--- config.mk ---
export PLATFORM = sky130hd
export DESIGN_NAME = touch_coordinate_mapper
export DESIGN_NICKNAME = d
export VERILOG_FILES = /design/src/sv/tcm_pkg.sv /design/src/sv/tcm_front.sv /design/src/sv/tcm_div.sv /design/src/sv/tcm_post.sv /design/src/sv/touch_coordinate_mapper.sv
export SDC_FILE = /design/constraint.sdc
export NUM_CORES = 2
export LEC_CHECK = 0
export ABC_AREA = 1
export BUFFER_PORTS_ARGS = -buffer_cell sky130_fd_sc_hd__buf_4
export CORE_MARGIN = 2
export CORE_UTILIZATION = 45
export DETAILED_ROUTE_END_ITERATION = 10
export GPL_TIMING_DRIVEN = 1
export PLACE_DENSITY = 0.64
export SYNTH_ARGS = -nofsm -noshare
export SYNTH_HDL_FRONTEND = slang
export SYNTH_SLANG_ARGS = --single-unit
--- constraint.sdc ---
create_clock -name clk -period 16.7 [get_ports clk]
set_input_delay 0.835 -clock clk [delete_from_list [all_inputs] [get_ports clk]]
set_output_delay 0.835 -clock clk [all_outputs]
set_load 0.005 [all_outputs]
--- src/sv/tcm_pkg.sv ---
// tcm_pkg: shared types, widths and register indexes for the touch coordinate mapper.
// No dependencies; every other file imports it.
`timescale 1ns / 1ps
`default_nettype none

package tcm_pkg;

    localparam int COORD_BITS     = 12;   // chip and screen coordinate width
    localparam int NIB_BITS       = 4;
    localparam int SIZE_BITS      = 13;   // screen size register width
    localparam int OFFSET_BITS    = 13;   // one signed offset
    localparam int ORIENT_BITS    = 3;
    localparam int CFG_DATA_BITS  = 26;
    localparam int CFG_INDEX_BITS = 3;
    localparam int NUM_AXES       = 2;    // axis 0 feeds screen X, axis 1 screen Y

    localparam logic [SIZE_BITS-1:0] SCREEN_LIMIT = 13'd4096;

    localparam int ORIENT_SWAP     = 0;
    localparam int ORIENT_MIRROR_X = 1;
    localparam int ORIENT_MIRROR_Y = 2;

    typedef enum logic [CFG_INDEX_BITS-1:0] {
        REG_RAW_MIN_X     = 3'd0,
        REG_RAW_MAX_X     = 3'd1,
        REG_RAW_MIN_Y     = 3'd2,
        REG_RAW_MAX_Y     = 3'd3,
        REG_SCREEN_WIDTH  = 3'd4,
        REG_SCREEN_HEIGHT = 3'd5,
        REG_ORIENTATION   = 3'd6,
        REG_OFFSET_PAIR   = 3'd7
    } cfg_reg_t;

    // Settings used by the back end of the pipeline
    typedef struct packed {
        logic [COORD_BITS-1:0]  wm1;      // effective width minus one
        logic [COORD_BITS-1:0]  hm1;      // effective height minus one
        logic [ORIENT_BITS-1:0] orient;
        logic [OFFSET_BITS-1:0] off_x;
        logic [OFFSET_BITS-1:0] off_y;
    } post_cfg_t;

    // Size register to last valid coordinate; 0 acts as 1, above 4096 acts as 4096
    function automatic logic [COORD_BITS-1:0] size_m1(input logic [SIZE_BITS-1:0] s);
        logic [SIZE_BITS-1:0] d;
        d = s - 13'd1;
        if (s == '0)
            return '0;
        else if (s > SCREEN_LIMIT)
            return '1;
        else
            return d[COORD_BITS-1:0];
    endfunction

endpackage

`default_nettype wire

--- src/sv/tcm_front.sv ---
// tcm_front: unpacks a report, clamps both raw coordinates into their windows
// and forms the scaled dividend. Two register stages. Depends on tcm_pkg.
`timescale 1ns / 1ps
`default_nettype none

module tcm_front import tcm_pkg::*; #(
    parameter int RAW_COORD_BITS = 12,
    localparam int RW = (RAW_COORD_BITS > COORD_BITS) ? RAW_COORD_BITS : COORD_BITS,
    localparam int PW = RW + COORD_BITS
) (
    input  wire logic                              clk,
    input  wire logic                              rst_n,
    input  wire logic                              in_valid,
    output logic                                   in_ready,
    input  wire logic                              read_ok,
    input  wire logic [7:0]                        chip_x_high,
    input  wire logic [7:0]                        chip_y_high,
    input  wire logic [7:0]                        low_nibbles,
    input  wire logic [7:0]                        count_byte,
    input  wire logic [RW-1:0]                     cal_lo_x,
    input  wire logic [RW-1:0]                     cal_hi_x,
    input  wire logic [RW-1:0]                     cal_lo_y,
    input  wire logic [RW-1:0]                     cal_hi_y,
    input  wire logic [COORD_BITS-1:0]             wm1,
    input  wire logic [COORD_BITS-1:0]             hm1,
    output logic                                   out_valid,
    input  wire logic                              out_ready,
    output logic                                   out_pressed,
    output logic [NUM_AXES-1:0][PW-1:0]            out_prod,
    output logic [NUM_AXES-1:0][RW-1:0]            out_span
);

    logic [NUM_AXES-1:0][RW-1:0]         raw, lo, hi, span_next, norm_next, diff;
    logic [NUM_AXES-1:0][COORD_BITS-1:0] sm1;
    logic                                pressed_next;
    logic                                adv_a, adv_b;

    logic                                va_reg, vb_reg;
    logic                                pa_reg, pb_reg;
    logic [NUM_AXES-1:0][RW-1:0]         norm_reg, span_a_reg, span_b_reg;
    logic [NUM_AXES-1:0][PW-1:0]         prod_reg;

    // chip Y drives screen X, chip X drives screen Y
    assign raw[0] = RW'({chip_y_high, low_nibbles[NIB_BITS-1:0]});
    assign raw[1] = RW'({chip_x_high, low_nibbles[2*NIB_BITS-1:NIB_BITS]});
    assign lo[0]  = cal_lo_y;
    assign hi[0]  = cal_hi_y;
    assign lo[1]  = cal_lo_x;
    assign hi[1]  = cal_hi_x;
    assign sm1[0] = wm1;
    assign sm1[1] = hm1;

    assign pressed_next = read_ok && (count_byte[NIB_BITS-1:0] != '0);

    always_comb
    begin
        for (int a = 0; a < NUM_AXES; a++)
        begin
            span_next[a] = (hi[a] > lo[a]) ? (hi[a] - lo[a]) : RW'(1);
            diff[a]      = (raw[a] > lo[a]) ? (raw[a] - lo[a]) : '0;
            norm_next[a] = (diff[a] > span_next[a]) ? span_next[a] : diff[a];
        end
    end

    assign adv_b    = !vb_reg || out_ready;
    assign adv_a    = !va_reg || adv_b;
    assign in_ready = adv_a;

    always_ff @(posedge clk or negedge rst_n)
    begin
        if (!rst_n)
        begin
            va_reg <= 1'b0;
            vb_reg <= 1'b0;
        end
        else
        begin
            if (adv_a)
                va_reg <= in_valid;
            if (adv_b)
                vb_reg <= va_reg;
        end
    end

    always_ff @(posedge clk)
    begin
        if (adv_a)
        begin
            pa_reg     <= pressed_next;
            norm_reg   <= norm_next;
            span_a_reg <= span_next;
        end
        if (adv_b)
        begin
            pb_reg     <= pa_reg;
            span_b_reg <= span_a_reg;
            for (int a = 0; a < NUM_AXES; a++)
                prod_reg[a] <= PW'(norm_reg[a]) * PW'(sm1[a]);
        end
    end

    assign out_valid   = vb_reg;
    assign out_pressed = pb_reg;
    assign out_prod    = prod_reg;
    assign out_span    = span_b_reg;

endmodule

`default_nettype wire

--- src/sv/tcm_div.sv ---
// tcm_div: restoring divider for both axes, one quotient bit per register stage.
// Dividend is below span times 2**COORD_BITS, so the quotient fits. Depends on tcm_pkg.
`timescale 1ns / 1ps
`default_nettype none

module tcm_div import tcm_pkg::*; #(
    parameter int RAW_COORD_BITS = 12,
    localparam int RW = (RAW_COORD_BITS > COORD_BITS) ? RAW_COORD_BITS : COORD_BITS,
    localparam int PW = RW + COORD_BITS
) (
    input  wire logic                                  clk,
    input  wire logic                                  rst_n,
    input  wire logic                                  in_valid,
    output logic                                       in_ready,
    input  wire logic                                  in_pressed,
    input  wire logic [NUM_AXES-1:0][PW-1:0]           in_prod,
    input  wire logic [NUM_AXES-1:0][RW-1:0]           in_span,
    output logic                                       out_valid,
    input  wire logic                                  out_ready,
    output logic                                       out_pressed,
    output logic [NUM_AXES-1:0][COORD_BITS-1:0]        out_quot
);

    localparam int NSTG = COORD_BITS;

    logic [NSTG-1:0]                         v_reg;
    logic [NSTG-1:0]                         p_reg;
    logic [NSTG:0]                           adv;
    logic [NUM_AXES-1:0][PW-1:0]             rem_reg  [NSTG];
    logic [NUM_AXES-1:0][RW-1:0]             span_reg [NSTG];
    logic [NUM_AXES-1:0][COORD_BITS-1:0]     quot_reg [NSTG];

    assign adv[NSTG] = out_ready;

    for (genvar s = 0; s < NSTG; s++)
    begin : g_stage
        localparam int BIT = NSTG - 1 - s;

        logic                                 v_in, p_in;
        logic [NUM_AXES-1:0][PW-1:0]          rem_in, rem_next, trial;
        logic [NUM_AXES-1:0][RW-1:0]          span_in;
        logic [NUM_AXES-1:0][COORD_BITS-1:0]  quot_in, quot_next;

        if (s == 0)
        begin : g_first
            assign v_in    = in_valid;
            assign p_in    = in_pressed;
            assign rem_in  = in_prod;
            assign span_in = in_span;
            assign quot_in = '0;
        end
        else
        begin : g_rest
            assign v_in    = v_reg[s-1];
            assign p_in    = p_reg[s-1];
            assign rem_in  = rem_reg[s-1];
            assign span_in = span_reg[s-1];
            assign quot_in = quot_reg[s-1];
        end

        always_comb
        begin
            for (int a = 0; a < NUM_AXES; a++)
            begin
                trial[a]     = PW'(span_in[a]) << BIT;
                rem_next[a]  = rem_in[a];
                quot_next[a] = quot_in[a];
                if (rem_in[a] >= trial[a])
                begin
                    rem_next[a]       = rem_in[a] - trial[a];
                    quot_next[a][BIT] = 1'b1;
                end
            end
        end

        assign adv[s] = !v_reg[s] || adv[s+1];

        always_ff @(posedge clk or negedge rst_n)
        begin
            if (!rst_n)
                v_reg[s] <= 1'b0;
            else if (adv[s])
                v_reg[s] <= v_in;
        end

        always_ff @(posedge clk)
        begin
            if (adv[s])
            begin
                p_reg[s]    <= p_in;
                rem_reg[s]  <= rem_next;
                span_reg[s] <= span_in;
                quot_reg[s] <= quot_next;
            end
        end
    end

    assign in_ready    = adv[0];
    assign out_valid   = v_reg[NSTG-1];
    assign out_pressed = p_reg[NSTG-1];
    assign out_quot    = quot_reg[NSTG-1];

endmodule

`default_nettype wire

--- src/sv/tcm_post.sv ---
// tcm_post: swap, clamp to screen, mirror, then signed offset with clamping.
// Two register stages; the second is the output register. Depends on tcm_pkg.
`timescale 1ns / 1ps
`default_nettype none

module tcm_post import tcm_pkg::*; (
    input  wire logic                                clk,
    input  wire logic                                rst_n,
    input  wire logic                                in_valid,
    output logic                                     in_ready,
    input  wire logic                                in_pressed,
    input  wire logic [NUM_AXES-1:0][COORD_BITS-1:0] in_quot,
    input  wire post_cfg_t                           cfg,
    output logic                                     out_valid,
    input  wire logic                                out_stall,
    output logic                                     pressed,
    output logic [COORD_BITS-1:0]                    screen_x,
    output logic [COORD_BITS-1:0]                    screen_y
);

    localparam int SUM_BITS = COORD_BITS + 3;

    logic [NUM_AXES-1:0][COORD_BITS-1:0]  swp, clmp, mir_next, lim;
    logic [NUM_AXES-1:0][OFFSET_BITS-1:0] off;
    logic [NUM_AXES-1:0][SUM_BITS-1:0]    sum;
    logic [NUM_AXES-1:0][COORD_BITS-1:0]  fin_next;
    logic                                 adv_a, adv_b;

    logic                                 va_reg, vb_reg, pa_reg, pb_reg;
    logic [NUM_AXES-1:0][COORD_BITS-1:0]  mir_reg, fin_reg;

    assign lim[0] = cfg.wm1;
    assign lim[1] = cfg.hm1;
    assign off[0] = cfg.off_x;
    assign off[1] = cfg.off_y;

    always_comb
    begin
        if (cfg.orient[ORIENT_SWAP])
        begin
            swp[0] = in_quot[1];
            swp[1] = in_quot[0];
        end
        else
        begin
            swp = in_quot;
        end
        for (int a = 0; a < NUM_AXES; a++)
            clmp[a] = (swp[a] > lim[a]) ? lim[a] : swp[a];
        // clamped first, so the mirror never wraps
        mir_next[0] = cfg.orient[ORIENT_MIRROR_X] ? (lim[0] - clmp[0]) : clmp[0];
        mir_next[1] = cfg.orient[ORIENT_MIRROR_Y] ? (lim[1] - clmp[1]) : clmp[1];
    end

    always_comb
    begin
        for (int a = 0; a < NUM_AXES; a++)
        begin
            sum[a] = SUM_BITS'(mir_reg[a]) +
                     {{(SUM_BITS-OFFSET_BITS){off[a][OFFSET_BITS-1]}}, off[a]};
            if (!pa_reg || sum[a][SUM_BITS-1])
                fin_next[a] = '0;
            else if (sum[a][SUM_BITS-2:0] > (SUM_BITS-1)'(lim[a]))
                fin_next[a] = lim[a];
            else
                fin_next[a] = sum[a][COORD_BITS-1:0];
        end
    end

    assign adv_b    = !vb_reg || !out_stall;
    assign adv_a    = !va_reg || adv_b;
    assign in_ready = adv_a;

    always_ff @(posedge clk or negedge rst_n)
    begin
        if (!rst_n)
        begin
            va_reg <= 1'b0;
            vb_reg <= 1'b0;
        end
        else
        begin
            if (adv_a)
                va_reg <= in_valid;
            if (adv_b)
                vb_reg <= va_reg;
        end
    end

    always_ff @(posedge clk)
    begin
        if (adv_a)
        begin
            pa_reg  <= in_pressed;
            mir_reg <= mir_next;
        end
        if (adv_b)
        begin
            pb_reg  <= pa_reg;
            fin_reg <= fin_next;
        end
    end

    assign out_valid = vb_reg;
    assign pressed   = pb_reg;
    assign screen_x  = fin_reg[0];
    assign screen_y  = fin_reg[1];

endmodule

`default_nettype wire

--- src/sv/touch_coordinate_mapper.sv ---
// touch_coordinate_mapper: touch report to calibrated, oriented screen point.
// Pipeline: 2 front, 12 divider and 2 back register stages between input and output.
// Throughput: one item per cycle while out_stall is low; bubbles close.
// The 12-stage restoring divider (one quotient bit per stage) sets the depth.
// Reset: pipeline emptied, calibration registers at 0/4095/0/4095, screen 320x240,
// orientation and offsets zero. Uses tcm_pkg, tcm_front, tcm_div, tcm_post.
`timescale 1ns / 1ps
`default_nettype none

module touch_coordinate_mapper import tcm_pkg::*; #(
    parameter int RAW_COORD_BITS = 12
) (
    input  wire logic                      clk,
    input  wire logic                      rst_n,
    input  wire logic                      cfg_valid,
    output logic                           cfg_ready,
    input  wire logic [CFG_INDEX_BITS-1:0] cfg_index,
    input  wire logic [CFG_DATA_BITS-1:0]  cfg_data,
    input  wire logic                      in_valid,
    output logic                           in_stall,
    input  wire logic                      read_ok,
    input  wire logic [7:0]                chip_x_high,
    input  wire logic [7:0]                chip_y_high,
    input  wire logic [7:0]                low_nibbles,
    input  wire logic [7:0]                count_byte,
    output logic                           out_valid,
    input  wire logic                      out_stall,
    output logic                           pressed,
    output logic [COORD_BITS-1:0]          screen_x,
    output logic [COORD_BITS-1:0]          screen_y
);

    localparam int RW = (RAW_COORD_BITS > COORD_BITS) ? RAW_COORD_BITS : COORD_BITS;
    localparam int PW = RW + COORD_BITS;

    logic [RW-1:0]                cal_lo_x_reg, cal_hi_x_reg, cal_lo_y_reg, cal_hi_y_reg;
    logic [SIZE_BITS-1:0]         width_reg, height_reg;
    logic [ORIENT_BITS-1:0]       orient_reg;
    logic [CFG_DATA_BITS-1:0]     offset_reg;
    logic [RW-1:0]                raw_next;
    post_cfg_t                    post_cfg;

    logic                                front_in_ready, front_valid, front_pressed;
    logic [NUM_AXES-1:0][PW-1:0]         front_prod;
    logic [NUM_AXES-1:0][RW-1:0]         front_span;
    logic                                div_in_ready, div_valid, div_pressed;
    logic [NUM_AXES-1:0][COORD_BITS-1:0] div_quot;
    logic                                post_in_ready;

    assign cfg_ready = 1'b1;
    assign raw_next  = RW'(cfg_data[RAW_COORD_BITS-1:0]);

    always_ff @(posedge clk or negedge rst_n)
    begin
        if (!rst_n)
        begin
            cal_lo_x_reg <= '0;
            cal_hi_x_reg <= RW'(12'hFFF);
            cal_lo_y_reg <= '0;
            cal_hi_y_reg <= RW'(12'hFFF);
            width_reg    <= 13'd320;
            height_reg   <= 13'd240;
            orient_reg   <= '0;
            offset_reg   <= '0;
        end
        else if (cfg_valid && cfg_ready)
        begin
            case (cfg_reg_t'(cfg_index))
                REG_RAW_MIN_X:     cal_lo_x_reg <= raw_next;
                REG_RAW_MAX_X:     cal_hi_x_reg <= raw_next;
                REG_RAW_MIN_Y:     cal_lo_y_reg <= raw_next;
                REG_RAW_MAX_Y:     cal_hi_y_reg <= raw_next;
                REG_SCREEN_WIDTH:  width_reg    <= cfg_data[SIZE_BITS-1:0];
                REG_SCREEN_HEIGHT: height_reg   <= cfg_data[SIZE_BITS-1:0];
                REG_ORIENTATION:   orient_reg   <= cfg_data[ORIENT_BITS-1:0];
                REG_OFFSET_PAIR:   offset_reg   <= cfg_data;
                default:           ;
            endcase
        end
    end

    assign post_cfg.wm1    = size_m1(width_reg);
    assign post_cfg.hm1    = size_m1(height_reg);
    assign post_cfg.orient = orient_reg;
    assign post_cfg.off_x  = offset_reg[OFFSET_BITS-1:0];
    assign post_cfg.off_y  = offset_reg[2*OFFSET_BITS-1:OFFSET_BITS];

    tcm_front #(.RAW_COORD_BITS(RAW_COORD_BITS)) u_front (
        .clk         (clk),
        .rst_n       (rst_n),
        .in_valid    (in_valid),
        .in_ready    (front_in_ready),
        .read_ok     (read_ok),
        .chip_x_high (chip_x_high),
        .chip_y_high (chip_y_high),
        .low_nibbles (low_nibbles),
        .count_byte  (count_byte),
        .cal_lo_x    (cal_lo_x_reg),
        .cal_hi_x    (cal_hi_x_reg),
        .cal_lo_y    (cal_lo_y_reg),
        .cal_hi_y    (cal_hi_y_reg),
        .wm1         (post_cfg.wm1),
        .hm1         (post_cfg.hm1),
        .out_valid   (front_valid),
        .out_ready   (div_in_ready),
        .out_pressed (front_pressed),
        .out_prod    (front_prod),
        .out_span    (front_span)
    );

    tcm_div #(.RAW_COORD_BITS(RAW_COORD_BITS)) u_div (
        .clk         (clk),
        .rst_n       (rst_n),
        .in_valid    (front_valid),
        .in_ready    (div_in_ready),
        .in_pressed  (front_pressed),
        .in_prod     (front_prod),
        .in_span     (front_span),
        .out_valid   (div_valid),
        .out_ready   (post_in_ready),
        .out_pressed (div_pressed),
        .out_quot    (div_quot)
    );

    tcm_post u_post (
        .clk        (clk),
        .rst_n      (rst_n),
        .in_valid   (div_valid),
        .in_ready   (post_in_ready),
        .in_pressed (div_pressed),
        .in_quot    (div_quot),
        .cfg        (post_cfg),
        .out_valid  (out_valid),
        .out_stall  (out_stall),
        .pressed    (pressed),
        .screen_x   (screen_x),
        .screen_y   (screen_y)
    );

    assign in_stall = !front_in_ready;

    // a released item never shows a point
    assert property (@(posedge clk) disable iff (!rst_n)
        out_valid && !pressed |-> screen_x == '0 && screen_y == '0)
        else $error("coordinates nonzero on a released item");

    // with the output slot empty every stage can move, so input is taken
    assert property (@(posedge clk) disable iff (!rst_n)
        !out_valid |-> !in_stall)
        else $error("input stalled while the output register is empty");

    // an empty front end always has room for a new item
    assert property (@(posedge clk) disable iff (!rst_n)
        !front_valid && !div_valid |-> !in_stall)
        else $error("input stalled with front and divider stages empty");

endmodule

`default_nettype wire
Word-level counts from Yosys, hierarchy flattened:

Memories as Yosys holds them, arrays and structs flattened.
Cells that the tools add are included.

* memories: 3
* register bits after elaboration: 303
* output and inout bits: 28
* logic and storage cells: 273
* bits in writable memories: 1152
* memory bits (read-only): 0
* bits of input ports: 67
* bits in latches: 0

Memories
* u_div.rem_reg: words 12, bits a word 48, read ports 11, clocked after memory_dff 0, wr ports 12, RTL line tcm_div.sv:29 `logic [NUM_AXES-1:0][PW-1:0] rem_reg [NSTG];`
* u_div.quot_reg: words 12, bits a word 24, read ports 12, clocked after memory_dff 0, wr ports 12, RTL line tcm_div.sv:31 `logic [NUM_AXES-1:0][COORD_BITS-1:0] quot_reg [NSTG];`
* u_div.span_reg: words 12, bits a word 24, read ports 11, clocked after memory_dff 0, wr ports 12, RTL line tcm_div.sv:30 `logic [NUM_AXES-1:0][RW-1:0] span_reg [NSTG];`

* order comparisons: 36
* reductions and logical operators: 50
* shifts and indexed selects: 0
* equality and inequality tests: 7
* bitwise gates (word level): 0
* multipliers: 2
* mux-type cells: 89
* divide/modulo/power cells: 0
* add/subtract/negate cells: 34

Operator list (count)
* $mux 24: 25
* $mux 12: 16
* $gt 12x12->1: 8
* $sub 12x12->12: 6
* $ge 24x12->1: 2
* $ge 24x13->1: 2
* $ge 24x14->1: 2
* $ge 24x15->1: 2
* $ge 24x16->1: 2
* $ge 24x17->1: 2
* $ge 24x18->1: 2
* $ge 24x19->1: 2
* $ge 24x20->1: 2
* $ge 24x21->1: 2
* $ge 24x22->1: 2
* $ge 24x23->1: 2
* $mul 12x12->24: 2
* $mux 1: 48
* $sub 24x12->24: 2
* $sub 24x13->24: 2
* $sub 24x14->24: 2
* $sub 24x15->24: 2
* $sub 24x16->24: 2
* $sub 24x17->24: 2
* other kinds (20): 77

Depth between registers and ports, before layout:

* word-level depth: 18
* gate-level depth with buffers: 34
* depth with buffers taken out: 32

Modules after synthesis:

A second synthesis with hierarchy kept.

* cell total of the unflattened synthesis: 9861
* area, all modules: 84474.8 µm²

By module, submodules not included
* tcm_div: cells an instance 6103, area each 55603.3 µm², seq. area each 29127.9 µm², instances 1
* tcm_front: cells an instance 2347, area each 18002.3 µm², seq. area each 3713.6 µm², instances 1
* tcm_post: cells an instance 886, area each 6219.7 µm², seq. area each 1551.5 µm², instances 1
* touch_coordinate_mapper: cells an instance 525, area each 4649.5 µm², seq. area each 2615.0 µm², instances 1

Least setup slack after synthesis:

Ideal clock, no wire load.

* path type: input to register
* from: in out_stall
* to: reg u_front.pb_reg, in the netlist u_front.out_pressed (enable)
* setup time: 0.755 ns
* stages: 9
* arrival time: 7.940 ns
* data required time: 15.945 ns
* path buffers: 0
* slack: 8.005 ns
* cell sequence: nand3_2 -> nor2_4 -> nand3_2 -> nor2_4 -> nand4_4 -> nor2_4 -> nand4_2 -> nor2_2 -> nand2_1

* longest elaborated chain between the ends: 16

Ends and longest elaborated chain
* start, declared: RTL line touch_coordinate_mapper.sv:27 `input wire logic out_stall,`
* $logic_not 1->1: RTL line tcm_post.sv:70 `assign adv_b = !vb_reg || !out_stall;`
* $logic_or 1x1->1: RTL line tcm_post.sv:70
* $logic_or 1x1->1: RTL line tcm_post.sv:71 `assign adv_a = !va_reg || adv_b;`
* $logic_or 1x1->1 (3 in a row): RTL line tcm_div.sv:76 `assign adv[s] = !v_reg[s] || adv[s+1];`
* named net u_div.adv[9]: RTL line tcm_div.sv:28 `logic [NSTG:0] adv;`
* $logic_or 1x1->1 (4 in a row): RTL line tcm_div.sv:76
* named net u_div.adv[5]: RTL line tcm_div.sv:28
* $logic_or 1x1->1 (4 in a row): RTL line tcm_div.sv:76
* named net u_div.adv[1]: RTL line tcm_div.sv:28
* $logic_or 1x1->1: RTL line tcm_div.sv:76
* $logic_or 1x1->1: RTL line tcm_front.sv:65 `assign adv_b = !vb_reg || out_ready;`
* named net u_front.adv_b: RTL line tcm_front.sv:36 `logic adv_a, adv_b;`
* end signal, assigned: RTL line tcm_front.sv:95 `pb_reg <= pa_reg;`
* end, declared: RTL line tcm_front.sv:39 `logic pa_reg, pb_reg;`

The timed path passes the listed nets, and every way through them passes these cells.
A chain may end at the register's enable or synchronous reset.

Worst setup path after layout:

* from: reg width_reg[0]
* to: reg u_front.prod_reg, in the netlist u_front.out_prod[21] (data pin)

* longest elaborated chain between the ends: 4
* elaborated cells on any way between the ends: 6
* those cells by class: add/sub (1); mul (1); order compare (1); mux (2); reduce/logical (1)

Ends and longest elaborated chain
* start, declared: RTL line touch_coordinate_mapper.sv:37 `logic [SIZE_BITS-1:0] width_reg, height_reg;`
* start signal, assigned: RTL line touch_coordinate_mapper.sv:73 `REG_SCREEN_WIDTH: width_reg <= cfg_data[SIZE_BITS-1:0];`
* $sub 12x1->12 / $gt 13x13->1 (equally long branches): RTL line tcm_pkg.sv:46, tcm_pkg.sv:49
* $mux 12: RTL line tcm_pkg.sv:49 `else if (s > SCREEN_LIMIT)`
* $mux 12 *: RTL line tcm_pkg.sv:47 `if (s == '0)`
* $mul 12x12->24 *: RTL line tcm_front.sv:98 `prod_reg[a] <= PW'(norm_reg[a]) * PW'(sm1[a]);`
* end signal, assigned by index: RTL line tcm_front.sv:98
* end, declared: RTL line tcm_front.sv:41 `logic [NUM_AXES-1:0][PW-1:0] prod_reg;`

Every way passes the cells marked *; elsewhere a longest branch is shown, timed or not.

==> summary.md <==
| Metric | Value |
|---|---|
| Via count | `56100` |
| Layout cells sized above 1 | `0.0705` |
| Register area share after synthesis | `0.472` |
| RePlAce Congestion | `0.926` |
| Die Ht | `422 um` |
| Synth Flop Type | `edfxtp_1` |
| CTS max path bufs | `3` |
| Critical Path Fanout Max | `12` |
| CTS tree | `done` |
| Avg Cell Area, Syn | `9.49 um^2` |
| Cells along the critical path | `inv_1 -> ha_1 -> nand2_2 -> nor3_4 -> nand2_1 -> nand2_1 -> inv_1 -> nand2_1 -> fa_1 -> inv_1 -> fa_1 -> fa_1 -> fa_1 -> inv_1 -> fa_1 -> inv_1 -> ha_1 -> a21oi_1 -> o21ai_0 -> a221oi_1 -> nand3_1 -> xor2_1` |
| Post CTS Setup Buffer Count | `0` |
| Post-Synthesis Cells | `8267` |
| TritonRoute pass-1 iters | `6` |
| Post-synth ARST share | `0.0951` |
| Yosys Warn Count | `0` |
| IO Port Bufs | `89` |
| Antenna-violating nets left | `0` |
| Number of flip-flops in the largest register | `528` |
| CTS clk-pin slew, worst paths | `60 ps` |
| Core area | `174000 um^2` |
| Mapped Nets | `9144` |
| Final net count | `9269` |
| Largest net degree at the start of global routing | `90` |
| Max-slew headroom | `0.189` |
| RSZ-0062 raised after global routing | `no` |
| EDFF count, synth | `1132` |
| Tmin final | `6960 ps` |
| Critical path endpoint category | `register` |
| Max cap viols | `0` |
| CP Launch Type | `register` |
| Final Hold Vio Count | `0` |
| Clock buffer count from CTS | `141` |
| Post-CTS Hold Fix Bufs | `0` |
| Post-CTS resize count | `0` |
| Cell area after synthesis | `78500 um^2` |
| Final TNS setup | `0 ps` |
| Routed length per instance | `17.1 um` |
| Worst path max stage delay | `560 ps` |
| Final HPWL DP | `145000 um` |
| Antenna violations before repair | `1` |
| Slew Viols, Final | `0` |
| Row cnt | `153` |
| Worst-skew pair later-pin latency | `780 ps` |
| Status | `finished, final reports clean` |
| Sink Count | `1251` |
| Critical Path Slowest Stage Cell | `fa_1` |
| H-tree levels | `4` |
| Drt drc | `0` |
| Chip Width | `422 um` |
| Avg Vias per Cell | `5.18` |
| Crit share post-route | `0.417` |
| Crit Path Class | `reg -> reg` |
| GRT overflow | `0` |
| Root Buffer | `clkbuf_16` |
| Tot GR Track Use | `0.209` |
| Worst slew pin tran | `1200 ps` |
| Type of the worst min-delay path | `in -> async` |
| Ports | `95` |
| Synth cell types | `71` |
| Fmax | `0.144 GHz` |
| Crit path required time | `17180 ps` |
| First-pass GRT wire length | `297000 um` |
| Total Wirelength | `185000 um` |
| Die ar. | `178000 um^2` |
| Fill count | `15900` |
| Vias in the first global route | `55600` |
| Initial Util | `0.452` |
| Area delta synth->final | `9.82%` |
| # setup viols final | `0` |
| Seq cells post-synth | `1251` |
| Initial detailed-routing violation count | `3738` |
| Crit path DAT | `7440 ps` |
| Worst clock skew | `44.4 ps` |
## final timing paths
check                                 startpoint  cells after the start  slack, ps                     end
min reg2reg                u_front.span_a_reg[8]                      0        400     u_front.out_span[8]
min                                        rst_n                      1         70         cal_lo_y_reg[8]
max reg2reg                         width_reg[0]                     22       9740    u_front.out_prod[21]
max in group asynchronous                  rst_n                      2      15370  u_div.g_stage[11].v_in
max                                 width_reg[0]                     22       9740    u_front.out_prod[21]
min in group clk                    cfg_data[25]                      3        290          offset_reg[25]
## synth_stat cells (all sizes together) (14+ instances only)
library cell,count,area share
a211oi,14,0.0014
ha,580,0.092
nand3b,22,0.0021
edfxtp,1132,0.43
a21oi,550,0.036
dfstp,30,0.010
a21boi,14,0.0014
dfrtp,89,0.028
buf,97,0.0087
xnor2,176,0.020
a31oi,37,0.0030
nor4,45,0.0038
a21o,43,0.0041
o21ai,576,0.038
nand4,109,0.0092
xor2,191,0.021
nand2,1597,0.078
o211ai,27,0.0029
inv,1309,0.063
nor3,105,0.0074
o21bai,30,0.0029
o21a,27,0.0026
fa,230,0.059
or2,72,0.0057
clkbuf,32,0.0015
nand3,338,0.023
nor2,734,0.036
## routing by layer
| metal | routed length, um | global-route usage |
|---|---|---|
| met5 | 0 | 0 |
| met4 | 4760 | 0.0608 |
| met3 | 7520 | 0.0258 |
| met2 | 90500 | 0.361 |
| met1 | 82600 | 0.275 |
## cells in the final DEF (no fill, tap or decap), drive strengths merged, types with 7 or more instances in the layout
| master | instances |
|---|---|
| fa | 230 |
| a21oi | 550 |
| o211ai | 27 |
| nand3b | 22 |
| o2111ai | 7 |
| nand4 | 109 |
| o21a | 27 |
| edfxtp | 1132 |
| a21o | 43 |
| nor4 | 45 |
| clkinv | 71 |
| ha | 580 |
| buf | 111 |
| o21ai | 576 |
| xnor2 | 176 |
| inv | 1322 |
| o21bai | 30 |
| bufinv | 13 |
| dfstp | 30 |
| dfrtp | 89 |
| xor2 | 191 |
| or2 | 72 |
| clkbuf | 157 |
| nand3 | 338 |
| clkinvlp | 12 |
| mux2 | 12 |
| nor2 | 734 |
| a21boi | 14 |
| nand2 | 1597 |
| a211oi | 14 |
| a31oi | 37 |
| nor3 | 105 |
## critical path, delay by kind of cell, from the launching register on
| kind | cells | cell delay (ps) |
|---|---|---|
| compound gates | 3 | 720 |
| simple gates | 6 | 1350 |
| buf+inv | 5 | 750 |
| fa+ha+maj | 7 | 3250 |
| xor+xnor | 1 | 190 |
| flops | 1 | 380 |
## cell type report
type,count,area [um^2],area share
Sequential cell,1251,37000,0.430
Multi-Input combinational cell,5572,35800,0.415
Inverter,1315,4940,0.0574
Clock buffer,157,3630,0.0421
Tap cell,2325,2910,0.0338
Clock inverter,103,1070,0.0124
Timing Repair Buffer,111,837,0.00971
Antenna cell,2,5.00,0.0000581
## stage by stage
step	hold WS [ps]	worst slack, ps	cells	area [um^2]	utilization
3_3_place_gp	402	9880	10600	81500	0.469
2_1_floorplan	400	8010	8267	78500	-
5_1_grt	79.8	9400	10800	86200	0.496
4_1_cts	38.6	9800	10800	86200	0.496
6_report	69.2	9740	10800	86200	0.496
3_5_place_dp	405	9830	10600	81500	0.469
## cells by family after synthesis
| logic type | share of synthesized area |
|---|---|
| AND/OR/NAND/NOR | 0.166 |
| multiplexers | 0.00185 |
| AO/OA/AOI/OAI | 0.0949 |
| flip-flops | 0.472 |
| other | 0.0000478 |
| XOR/XNOR | 0.0410 |
| adder cells (fa/ha/maj) | 0.151 |
| buffers and inverters | 0.0732 |
Power is left out: the tool's default activity adds up to more than one toggle a clock period on the data nets, which glitch-free logic cannot reach.
